**src/hw/rtl/ipid_pkg.sv**
```systemverilog
`timescale 1ns / 1ps

package ipid_pkg;

  localparam int DEF_GAIN_FRAC_BITS = 8;
  localparam int DEF_SPEED_WIDTH    = 16;

  localparam int GAIN_W    = 16;
  localparam int PWM_W     = 16;
  localparam int ACC_W     = 40;
  localparam int CFG_IDX_W = 3;
  localparam int CFG_DAT_W = 16;

  localparam int ILIM_INT = 300;
  localparam int TOP_INT  = 1000;

  localparam logic [PWM_W-1:0] LIMIT_RESET = PWM_W'(1000);

  localparam logic [CFG_IDX_W-1:0] REG_GAIN_P       = CFG_IDX_W'(0);
  localparam logic [CFG_IDX_W-1:0] REG_GAIN_I       = CFG_IDX_W'(1);
  localparam logic [CFG_IDX_W-1:0] REG_GAIN_D       = CFG_IDX_W'(2);
  localparam logic [CFG_IDX_W-1:0] REG_OUTPUT_LIMIT = CFG_IDX_W'(3);
  localparam logic [CFG_IDX_W-1:0] REG_LOOP_ENABLE  = CFG_IDX_W'(4);

  typedef struct packed {
    logic [GAIN_W-1:0] gain_p;
    logic [GAIN_W-1:0] gain_i;
    logic [GAIN_W-1:0] gain_d;
    logic [PWM_W-1:0]  output_limit;
    logic              loop_enable;
  } ipid_cfg_t;

endpackage

```
**src/hw/rtl/ipid_cfg_regs.sv**
```systemverilog
`timescale 1ns / 1ps

module ipid_cfg_regs import ipid_pkg::*; (
  input  logic                 clk_i,
  input  logic                 rst_ni,
  input  logic                 cfg_we_i,
  input  logic [CFG_IDX_W-1:0] cfg_idx_i,
  input  logic [CFG_DAT_W-1:0] cfg_wdata_i,
  output ipid_cfg_t            cfg_o
);

  ipid_cfg_t cfg_q, cfg_d;

  always_comb begin
    cfg_d = cfg_q;
    if (cfg_we_i) begin
      case (cfg_idx_i)
        REG_GAIN_P:       cfg_d.gain_p       = cfg_wdata_i[GAIN_W-1:0];
        REG_GAIN_I:       cfg_d.gain_i       = cfg_wdata_i[GAIN_W-1:0];
        REG_GAIN_D:       cfg_d.gain_d       = cfg_wdata_i[GAIN_W-1:0];
        REG_OUTPUT_LIMIT: cfg_d.output_limit = cfg_wdata_i[PWM_W-1:0];
        REG_LOOP_ENABLE:  cfg_d.loop_enable  = cfg_wdata_i[0];
        default: ;
      endcase
    end
  end

  always_ff @(posedge clk_i or negedge rst_ni) begin
    if (!rst_ni) begin
      cfg_q.gain_p       <= '0;
      cfg_q.gain_i       <= '0;
      cfg_q.gain_d       <= '0;
      cfg_q.output_limit <= LIMIT_RESET;
      cfg_q.loop_enable  <= 1'b1;
    end else begin
      cfg_q <= cfg_d;
    end
  end

  assign cfg_o = cfg_q;

endmodule

```
**src/hw/rtl/incremental_pid_anti_windup.sv**
```systemverilog
`timescale 1ns / 1ps

// Velocity-form PID speed controller with integral anti-windup. Each input transfer carries a
// target and a measured speed; each produces exactly one pwm_duty transfer, in order. The block
// takes one transfer per clock unless the output stalls. The first register stage holds the
// three gain products (proportional and derivative summed, integral clamped to +/-300), the
// second folds them into the 40-bit accumulator (8 fraction bits by default, saturating) and
// clamps the integer part to 0..output_limit, or 0 when the target is zero. Gains are unsigned
// Q8.8. With loop_enable at 0 the state is frozen and the last duty value repeats. Users must
// write registers via the plain cfg port only with no transfer in flight; it is not checked.

module incremental_pid_anti_windup import ipid_pkg::*; #(
  parameter int GAIN_FRAC_BITS = DEF_GAIN_FRAC_BITS,
  parameter int SPEED_WIDTH    = DEF_SPEED_WIDTH
) (
  input  logic                 clk_i,
  input  logic                 rst_ni,
  input  logic                 cfg_we_i,
  input  logic [CFG_IDX_W-1:0] cfg_idx_i,
  input  logic [CFG_DAT_W-1:0] cfg_wdata_i,
  input  logic                 s_axis_tvalid,
  output logic                 s_axis_tready,
  // target_speed, measured_speed
  input  logic [((2*SPEED_WIDTH+7)/8)*8-1:0] s_axis_tdata,
  output logic                 m_axis_tvalid,
  input  logic                 m_axis_tready,
  // pwm_duty
  output logic [PWM_W-1:0]     m_axis_tdata
);

  localparam int GS_W  = GAIN_W + 1;
  localparam int ERR_W = SPEED_WIDTH + 1;
  localparam int D1_W  = SPEED_WIDTH + 2;
  localparam int D2_W  = SPEED_WIDTH + 3;
  localparam int PP_W  = GS_W + D1_W;
  localparam int PD_W  = GS_W + D2_W;
  localparam int I_W   = GS_W + ERR_W;
  localparam int SUM_W = ((ACC_W > PD_W) ? ACC_W : PD_W) + 2;
  localparam int IP_W  = ACC_W - GAIN_FRAC_BITS;
  localparam int ILIM  = ILIM_INT * (1 << GAIN_FRAC_BITS);
  localparam int TOP   = TOP_INT * (1 << GAIN_FRAC_BITS);

  localparam logic signed [I_W-1:0]   ILIM_P  = I_W'(ILIM);
  localparam logic signed [I_W-1:0]   ILIM_N  = -I_W'(ILIM);
  localparam logic signed [SUM_W-1:0] TOP_S   = SUM_W'(TOP);
  localparam logic signed [SUM_W-1:0] ACC_MAX = SUM_W'({1'b0, {(ACC_W-1){1'b1}}});
  localparam logic signed [SUM_W-1:0] ACC_MIN = -SUM_W'({1'b1, {(ACC_W-1){1'b0}}});

  ipid_cfg_t cfg;

  ipid_cfg_regs u_cfg (
    .clk_i       (clk_i),
    .rst_ni      (rst_ni),
    .cfg_we_i    (cfg_we_i),
    .cfg_idx_i   (cfg_idx_i),
    .cfg_wdata_i (cfg_wdata_i),
    .cfg_o       (cfg)
  );

  // handshake
  logic v0_q, vo_q;
  logic adv_out, in_xfer, s0_move;

  assign adv_out       = !vo_q || m_axis_tready;
  assign s_axis_tready = !v0_q || adv_out;
  assign in_xfer       = s_axis_tvalid && s_axis_tready;
  assign s0_move       = v0_q && adv_out;

  // stage 0: error, products
  logic signed [SPEED_WIDTH-1:0] tgt, meas;
  logic signed [ERR_W-1:0] err, e1_q, e2_q;
  logic signed [D1_W-1:0]  d1;
  logic signed [D2_W-1:0]  d2;
  logic signed [GS_W-1:0]  gp_s, gi_s, gd_s;
  logic signed [PP_W-1:0]  pp;
  logic signed [PD_W-1:0]  pdd;
  logic signed [I_W-1:0]   ip, ic;
  logic signed [SUM_W-1:0] pd_d, pd_q;
  logic signed [I_W-1:0]   integ_q;
  logic                    zero_q, en_q;

  assign tgt  = s_axis_tdata[SPEED_WIDTH-1:0];
  assign meas = s_axis_tdata[2*SPEED_WIDTH-1:SPEED_WIDTH];
  assign err  = ERR_W'(tgt) - ERR_W'(meas);
  assign d1   = D1_W'(err) - D1_W'(e1_q);
  assign d2   = D2_W'(err) - (D2_W'(e1_q) <<< 1) + D2_W'(e2_q);
  assign gp_s = $signed({1'b0, cfg.gain_p});
  assign gi_s = $signed({1'b0, cfg.gain_i});
  assign gd_s = $signed({1'b0, cfg.gain_d});
  assign pp   = PP_W'(gp_s) * PP_W'(d1);
  assign pdd  = PD_W'(gd_s) * PD_W'(d2);
  assign ip   = I_W'(gi_s) * I_W'(err);
  assign ic   = (ip > ILIM_P) ? ILIM_P : ((ip < ILIM_N) ? ILIM_N : ip);
  assign pd_d = SUM_W'(pp) + SUM_W'(pdd);

  always_ff @(posedge clk_i) begin
    if (in_xfer) begin
      pd_q    <= pd_d;
      integ_q <= ic;
      zero_q  <= (tgt == '0);
      en_q    <= cfg.loop_enable;
    end
  end

  always_ff @(posedge clk_i or negedge rst_ni) begin
    if (!rst_ni) begin
      v0_q <= 1'b0;
      e1_q <= '0;
      e2_q <= '0;
    end else begin
      if (in_xfer) begin
        v0_q <= 1'b1;
      end else if (s0_move) begin
        v0_q <= 1'b0;
      end
      if (in_xfer && cfg.loop_enable) begin
        e2_q <= e1_q;
        e1_q <= err;
      end
    end
  end

  // stage 1: accumulator with anti-windup, duty clamp
  logic signed [ACC_W-1:0] acc_q, acc_d;
  logic signed [SUM_W-1:0] integ_s, delta, pred, step, acc_sum;
  logic        [IP_W-1:0]  ipart;
  logic        [PWM_W-1:0] pwm_d, pwm_hold_q;

  assign integ_s = SUM_W'(integ_q);
  assign delta   = pd_q + integ_s;
  assign pred    = SUM_W'(acc_q) + delta;

  always_comb begin
    if (pred > TOP_S) begin
      step = (integ_q < 0) ? delta : pd_q;
    end else if (pred < 0) begin
      step = (integ_q > 0) ? delta : pd_q;
    end else begin
      step = delta;
    end
    acc_sum = SUM_W'(acc_q) + step;
    if (acc_sum > ACC_MAX) begin
      acc_d = ACC_W'(ACC_MAX);
    end else if (acc_sum < ACC_MIN) begin
      acc_d = ACC_W'(ACC_MIN);
    end else begin
      acc_d = ACC_W'(acc_sum);
    end
    ipart = acc_d[ACC_W-1:GAIN_FRAC_BITS];
    if (acc_d < 0 || zero_q) begin
      pwm_d = '0;
    end else if (ipart > IP_W'(cfg.output_limit)) begin
      pwm_d = cfg.output_limit;
    end else begin
      pwm_d = ipart[PWM_W-1:0];
    end
  end

  always_ff @(posedge clk_i or negedge rst_ni) begin
    if (!rst_ni) begin
      vo_q       <= 1'b0;
      acc_q      <= '0;
      pwm_hold_q <= '0;
    end else begin
      if (adv_out) begin
        vo_q <= v0_q;
      end
      if (s0_move && en_q) begin
        acc_q      <= acc_d;
        pwm_hold_q <= pwm_d;
      end
    end
  end

  assign m_axis_tvalid = vo_q;
  assign m_axis_tdata  = pwm_hold_q;

endmodule

```
**config.mk**
```make
export PLATFORM = sky130hd
export DESIGN_NAME = incremental_pid_anti_windup
export DESIGN_NICKNAME = d
export VERILOG_FILES = /design/src/hw/rtl/ipid_pkg.sv /design/src/hw/rtl/ipid_cfg_regs.sv /design/src/hw/rtl/incremental_pid_anti_windup.sv
export SDC_FILE = /design/constraint.sdc
export NUM_CORES = 2
export LEC_CHECK = 0
export ABC_CLOCK_PERIOD_IN_PS = 17700
export BUFFER_PORTS_ARGS = -buffer_cell sky130_fd_sc_hd__buf_2
export CELL_PAD_IN_SITES_DETAIL_PLACEMENT = 1
export CELL_PAD_IN_SITES_GLOBAL_PLACEMENT = 1
export CORE_AREA = 4 4 317 319
export CTS_BUF_LIST = sky130_fd_sc_hd__clkbuf_2 sky130_fd_sc_hd__clkbuf_4 sky130_fd_sc_hd__clkbuf_8
export CTS_CLUSTER_DIAMETER = 50
export CTS_CLUSTER_SIZE = 20
export DETAILED_ROUTE_END_ITERATION = 7
export DIE_AREA = 0 0 321 323
export GPL_ROUTABILITY_DRIVEN = 0
export GPL_TIMING_DRIVEN = 0
export PLACE_DENSITY_LB_ADDON = 0.25
export SLEW_MARGIN = 5
export SYNTH_ARGS = -nofsm -noshare
export SYNTH_HDL_FRONTEND = slang
export SYNTH_SLANG_ARGS = --single-unit
```
**constraint.sdc**
```tcl
create_clock -name clk_i -period 17.7 [get_ports clk_i]
set_clock_uncertainty 0.05 [all_clocks]
set_input_delay 3.54 -clock clk_i [delete_from_list [all_inputs] [get_ports clk_i]]
set_output_delay 3.54 -clock clk_i [all_outputs]
set_load 0.01 [all_outputs]
```
### Word level (Yosys, flattened, before mapping)

Cells that the tools add are included.
W data, S select, Z words.

| word-level totals | value |
|---|---|
| register bits | 235 |
| output and inout bits | 18 |
| input port bits | 56 |
| word-level logic and storage cells | 70 |

| operators by class | value |
|---|---|
| order comparisons | 10 |
| multiply operators | 3 |
| equality and inequality tests | 4 |
| mux-type cells | 11 |
| add/sub/neg operators | 8 |
| reductions and logical operators | 18 |

Operator list:

| cell | number |
|---|---|
| $mux W42 | 4 |
| $add A40 B42 Y42 | 2 |
| $mux W40 | 2 |
| $add A42 B34 Y42 | 1 |
| $gt A42 B19 Y1 const B | 1 |
| $gt A42 B40 Y1 const B | 1 |
| $lt A42 B1 Y1 const B | 1 |
| $lt A42 B40 Y1 const B | 1 |
| $lt A40 B1 Y1 const B | 1 |
| $add A35 B36 Y37 | 1 |
| $mul A17 B19 Y36 | 1 |
| $mul A17 B18 Y35 | 1 |
| $gt A34 B1 Y1 const B | 1 |
| $gt A34 B18 Y1 const B | 1 |
| $lt A34 B1 Y1 const B | 1 |
| $lt A34 B18 Y1 const B | 1 |
| $mul A17 B17 Y34 | 1 |
| $mux W34 | 1 |
| $gt A32 B16 Y1 | 1 |
| $mux W16 | 2 |
| $add A19 B17 Y19 | 1 |
| $sub A17 B18 Y19 | 1 |
| $sub A17 B17 Y18 | 1 |
| $sub A16 B16 Y17 | 1 |
| other kinds (12) | 24 |

### Longest topological paths before layout

| logic depth | value |
|---|---|
| depth in word-level cells | 12 |
| gate-level depth with buffers | 60 |
| mapped depth without buffers | 55 |

### Modules after synthesis

From an unflattened synthesis, not the netlist that was laid out.

| unflattened totals | value |
|---|---|
| cell total of the unflattened synthesis | 5,579 |
| area, all modules | 51,348.0 um2 |

Modules (own cells, without submodules):

| module | sequential area each (um2) | area each (um2) | cells an instance | instances |
|---|---|---|---|---|
| incremental_pid_anti_windup | 4,494.3 | 48,835.6 | 5,438 | 1 |
| ipid_cfg_regs | 1,635.3 | 2,512.4 | 141 | 1 |

### Worst setup path after synthesis

OpenSTA, ideal clock, no wires.

| timing path | value |
|---|---|
| kind | input -> register |
| start | input s_axis_tdata[0] |
| end | register pd_q[35], data pin |
| cell stages on the path | 46 |
| path buffers | 2 |
| arrival | 15,159 ps |
| slack | 2,220 ps |
| library setup time | 271 ps |
| data required time | 17,379 ps |
| path through | inv_1 ha_1 inv_1 fa_1 a21o_1 a21oi_1 o21ai_0 a21oi_1 o21ai_0 a21oi_1 o21ai_0 a21oi_1 o21bai_1 a21oi_1 o21ai_0 o31ai_1 clkbuf_1 fa_1 (+10 left out) fa_1 fa_1 fa_1 fa_1 fa_1 inv_1 fa_1 ha_1 or4_1 nor2_1 inv_1 or3_1 o21ai_0 a41oi_1 a41oi_1 a211oi_1 mux2i_1 o2111ai_1 |

| between the ends | value |
|---|---|
| word-level cells in the longest chain between the ends | 5 |
| elaborated cells between the ends (all ways) | 7 |
| those cells by class | add/sub: 5; mul: 2 |

Ends and longest elaborated chain:

| element | RTL line | source |
|---|---|---|
| start: declaration | incremental_pid_anti_windup.sv:24 | `input logic [((2*SPEED_WIDTH+7)/8)*8-1:0] s_axis_tdata,` |
| $sub A16 B16 Y17 * | incremental_pid_anti_windup.sv:84 | `assign err = ERR_W'(tgt) - ERR_W'(meas);` |
| named net err[16] | incremental_pid_anti_windup.sv:71 | `logic signed [ERR_W-1:0] err, e1_q, e2_q;` |
| $sub A17 B18 Y19 | incremental_pid_anti_windup.sv:86 | `assign d2 = D2_W'(err) - (D2_W'(e1_q) <<< 1) + D2_W'(e2_q);` |
| $add A19 B17 Y19 | incremental_pid_anti_windup.sv:86 |  |
| $mul A17 B19 Y36 | incremental_pid_anti_windup.sv:91 | `assign pdd = PD_W'(gd_s) * PD_W'(d2);` |
| $add A35 B36 Y37 * | incremental_pid_anti_windup.sv:94 | `assign pd_d = SUM_W'(pp) + SUM_W'(pdd);` |
| named net pd_d[35] | incremental_pid_anti_windup.sv:78 | `logic signed [SUM_W-1:0] pd_d, pd_q;` |
| end signal: assignment | incremental_pid_anti_windup.sv:98 | `pd_q <= pd_d;` |
| end: declaration | incremental_pid_anti_windup.sv:78 |  |

The timed path passes the listed nets; every way through them passes the cells marked *.
A chain may end at the register's enable or synchronous reset.

### Final worst setup path

| timing path | value |
|---|---|
| start | input s_axis_tdata[1] |
| end | register pd_q[35], data pin |

Same word-level chain as after synthesis.

==> metrics <==
outcome=complete, no violations; H-tree levels=2; RSZ-0062 raised after global routing=yes; Synth Area in Adders=46.7%; Final #Nets=7,155; Worst-path clk slew=70 ps; WL per Instance=25.4 um; type of the worst setup path=in2reg; Initial DRT Pass Iterations=6; top cell type by total area after synthesis=fa_1; Final setup viols=0; Filler cells=11.4k; DR iter-0 viols=3,129; hold wc startpoint=e1_q[11]$_DFFE_PN0P_; Synth cell types=92; CP top delay family=adder cells; root buf cell=clkbuf_8; first-pass GRT wire length=276,000 um; routed vias/inst=6.01; Routed WL=179,000 um; Crit path buffers/inverters=7; syn_nets=7,025; Worst Path Max Fanout=11; Fin Hold WS=458 ps; worst hold stages=2; post-route ant nets=0; Max stage delay on crit path=750 ps; Worst setup EP type=flop; CTS buffer count=42; worst hold-check path type=reg2reg; Initial Util=52.5%; total congestion overflow=0; Area contributors post-synth=fa_1, ha_1, inv_1, dfrtp_1, nand2_1; synth warn=0; syn avg cell area=9.19 um2; DIE AREA=104,000 um2; GR Util All Layers=35.0%; gate count after technology mapping=5,593; worst flop-to-flop path endpoint=m_axis_tdata[11]$_DFFE_PN0P_; EDFF count, synth=73; vias=42.4k; mux contribution to synthesized area=3.22%; cell mode on critical path=fa_1; CTS tree=built; actual slew at the worst max-slew pin=1350 ps; final hold vios=0; die width=321 um; row count=115; Area Overhead vs Synth=6.75%; Core Region=97,800 um2; DRC=0; number of global-route vias before repair=46.8k; Clock Latency Late Sink=700 ps; reg2reg path depth=58; FF+latch count, synth=230; pin count of the biggest net entering global routing=98; I/O pins=74; post-synth design cell area=51,400 um2; die height=323 um; fin. max-slew vios=0; period utilization=97.4%; top cell type's share of synthesized area=35.2%; sequential area share after synthesis=11.9%; Simple-Gate Fraction of Synth Area=15.3%; # Max-Cap Violations=0; fin crit period=17,240 ps; Critical Path RT=17,940 ps; Slew Limit Headroom=9.59%; Slowest-stage cell, CP=fa_1; final core utilization=56.1%; layout cells sized above 1=7.14%; compound-gate portion of the synthesized area=10.8%; pre-CTS setup slack=-1590 ps; Arrival @ worst endpoint=17,480 ps; initial antenna violation count=12; predominant post-synthesis flop cell=dfrtp_1; CP Launch Type=input port; fin worst setup slack=460 ps; f_max=58.0 MHz; R2R setup slack=870 ps; Hold Crit Endpoint=e1_q[11]$_DFFE_PN0P_; I/O Buffers=73; Post-synth ARST share=68.3%; detailed placement HPWL=150,000 um; xor and xnor area share after synthesis=3.09%; clk sinks=230; Clock Path Buffers=3; largest family of logic cells by synthesized area=adder cells; Crit Reg-Reg Startpoint=pd_q[1]$_DFFE_PP_
## cell families (layout without fill, tap and decap cells)
| group | Yosys count | in the layout |
|---|---|---|
| flops | 230 | 230 |
| other cells | 0 | 9 |
| buf+inv | 1223 | 1387 |
| mux | 147 | 147 |
| simple gates | 1591 | 1591 |
| fa+ha+maj | 1376 | 1376 |
| compound gates | 845 | 845 |
| xor+xnor | 181 | 181 |
## worst register-to-register path: cells and delay by family (launching register included)
family	cells	cell delay (ps)
AO/OA/AOI/OAI	32	7610
AND/OR/NAND/NOR	11	3130
buffers and inverters	5	2110
adder cells (fa/ha/maj)	5	1760
multiplexers	4	1260
flip-flops	1	480
XOR/XNOR	1	340
## cells in the mapped netlist (22+ instances only)
cell,n
a211oi_1,23
a21boi_0,25
a21o_1,104
a21oi_1,225
a31oi_1,30
and2_1,375
clkbuf_1,199
dfrtp_1,150
edfxtp_1,73
fa_1,903
ha_1,473
inv_1,1003
mux2_2,136
nand2_1,652
nand2b_1,47
nand3_1,57
nand4_1,42
nor2_1,171
nor2b_1,73
nor3_1,54
o211ai_1,24
o21a_1,41
o21ai_0,142
o21ai_1,41
o21bai_1,27
o31ai_1,22
xnor2_1,122
xor2_1,59
## registers in the layout (all words and copies together), names as in the netlist
register and flops:
v0_q 1, acc_q 40, e1_q 17, zero_q 1, u_cfg.cfg_o 65, pd_q 37
en_q 1, e2_q 17, m_axis_tdata 16, integ_q 34, m_axis_tvalid 1
## area by class of cell
cell class                      count  area (um2)  share of cell area, %
Buffer                            220         886                   1.62
Inverter                         1003        3770                   6.87
Clock inverter                     32         457                  0.833
Antenna cell                        9        22.5                 0.0411
Clock buffer                       46         621                   1.13
Tap cell                         1287        1610                   2.94
Multi-Input combinational cell   4140       40800                   74.4
Sequential cell                   230        6130                   11.2
Timing Repair Buffer               86         526                  0.958
## per-layer routing
metal	global-route usage (%)	wire length (um)
met1	45.2	71200
met4	19.1	11700
met3	7.10	14700
met5	0	37
met2	56.0	81700
## worst max-delay path by stage
stage,from,to,slack (ps),cells past startpoint
6_report,s_axis_tdata[1],pd_q[35]$_DFFE_PP_,460,44
5_1_grt,s_axis_tdata[0],pd_q[35]$_DFFE_PP_,-80,48
4_1_cts,s_axis_tdata[0],pd_q[35]$_DFFE_PP_,20,47
3_5_place_dp,s_axis_tdata[0],pd_q[40]$_DFFE_PP_,-1590,46
3_3_place_gp,s_axis_tdata[0],pd_q[40]$_DFFE_PP_,-1210,46
2_1_floorplan,s_axis_tdata[0],pd_q[35]$_DFFE_PP_,2220,46
## per-stage QoR
stage / instance area (um2) / std cells / TNS [ps]
floorplan: 51400 / 5593 / 0
global placement: 53400 / 6953 / -7090
detailed placement: 53400 / 6955 / -10520
CTS: 54600 / 7033 / 0
global route: 54800 / 7045 / -82.8
finish: 54800 / 7053 / 0
## timing repair
action,CTS,global route
hold buffers,0,0
setup buffers,0,11
setup endpoints to repair,8,18
pin swaps,0,2
gates resized for setup,15,56
## placed cells by master, fill, tap and decap left out, drive strengths merged, types with 11 or more instances in the layout
| master | instances |
|---|---|
| or3 | 17 |
| mux2i | 11 |
| nand2 | 652 |
| buf | 108 |
| nor2b | 73 |
| and3 | 21 |
| and2 | 375 |
| nor3 | 55 |
| nand3 | 57 |
| o31ai | 23 |
| clkbuf | 244 |
| a21o | 104 |
| xnor2 | 122 |
| fa | 903 |
| ha | 473 |
| dfrtp | 150 |
| o21ai | 185 |
| o211ai | 25 |
| or2 | 14 |
| o21a | 41 |
| a211oi | 28 |
| inv | 1017 |
| o22ai | 16 |
| o311a | 12 |
| a31oi | 30 |
| o21bai | 27 |
| nand2b | 47 |
| xor2 | 59 |
| a32oi | 16 |
| a21oi | 225 |
| nor2 | 172 |
| nor4 | 22 |
| nand4 | 42 |
| a21boi | 25 |
| edfxtp | 73 |
| mux2 | 136 |
Power is not shown: default switching activity piles up to over one toggle a cycle in this logic, so the estimate is an artifact.
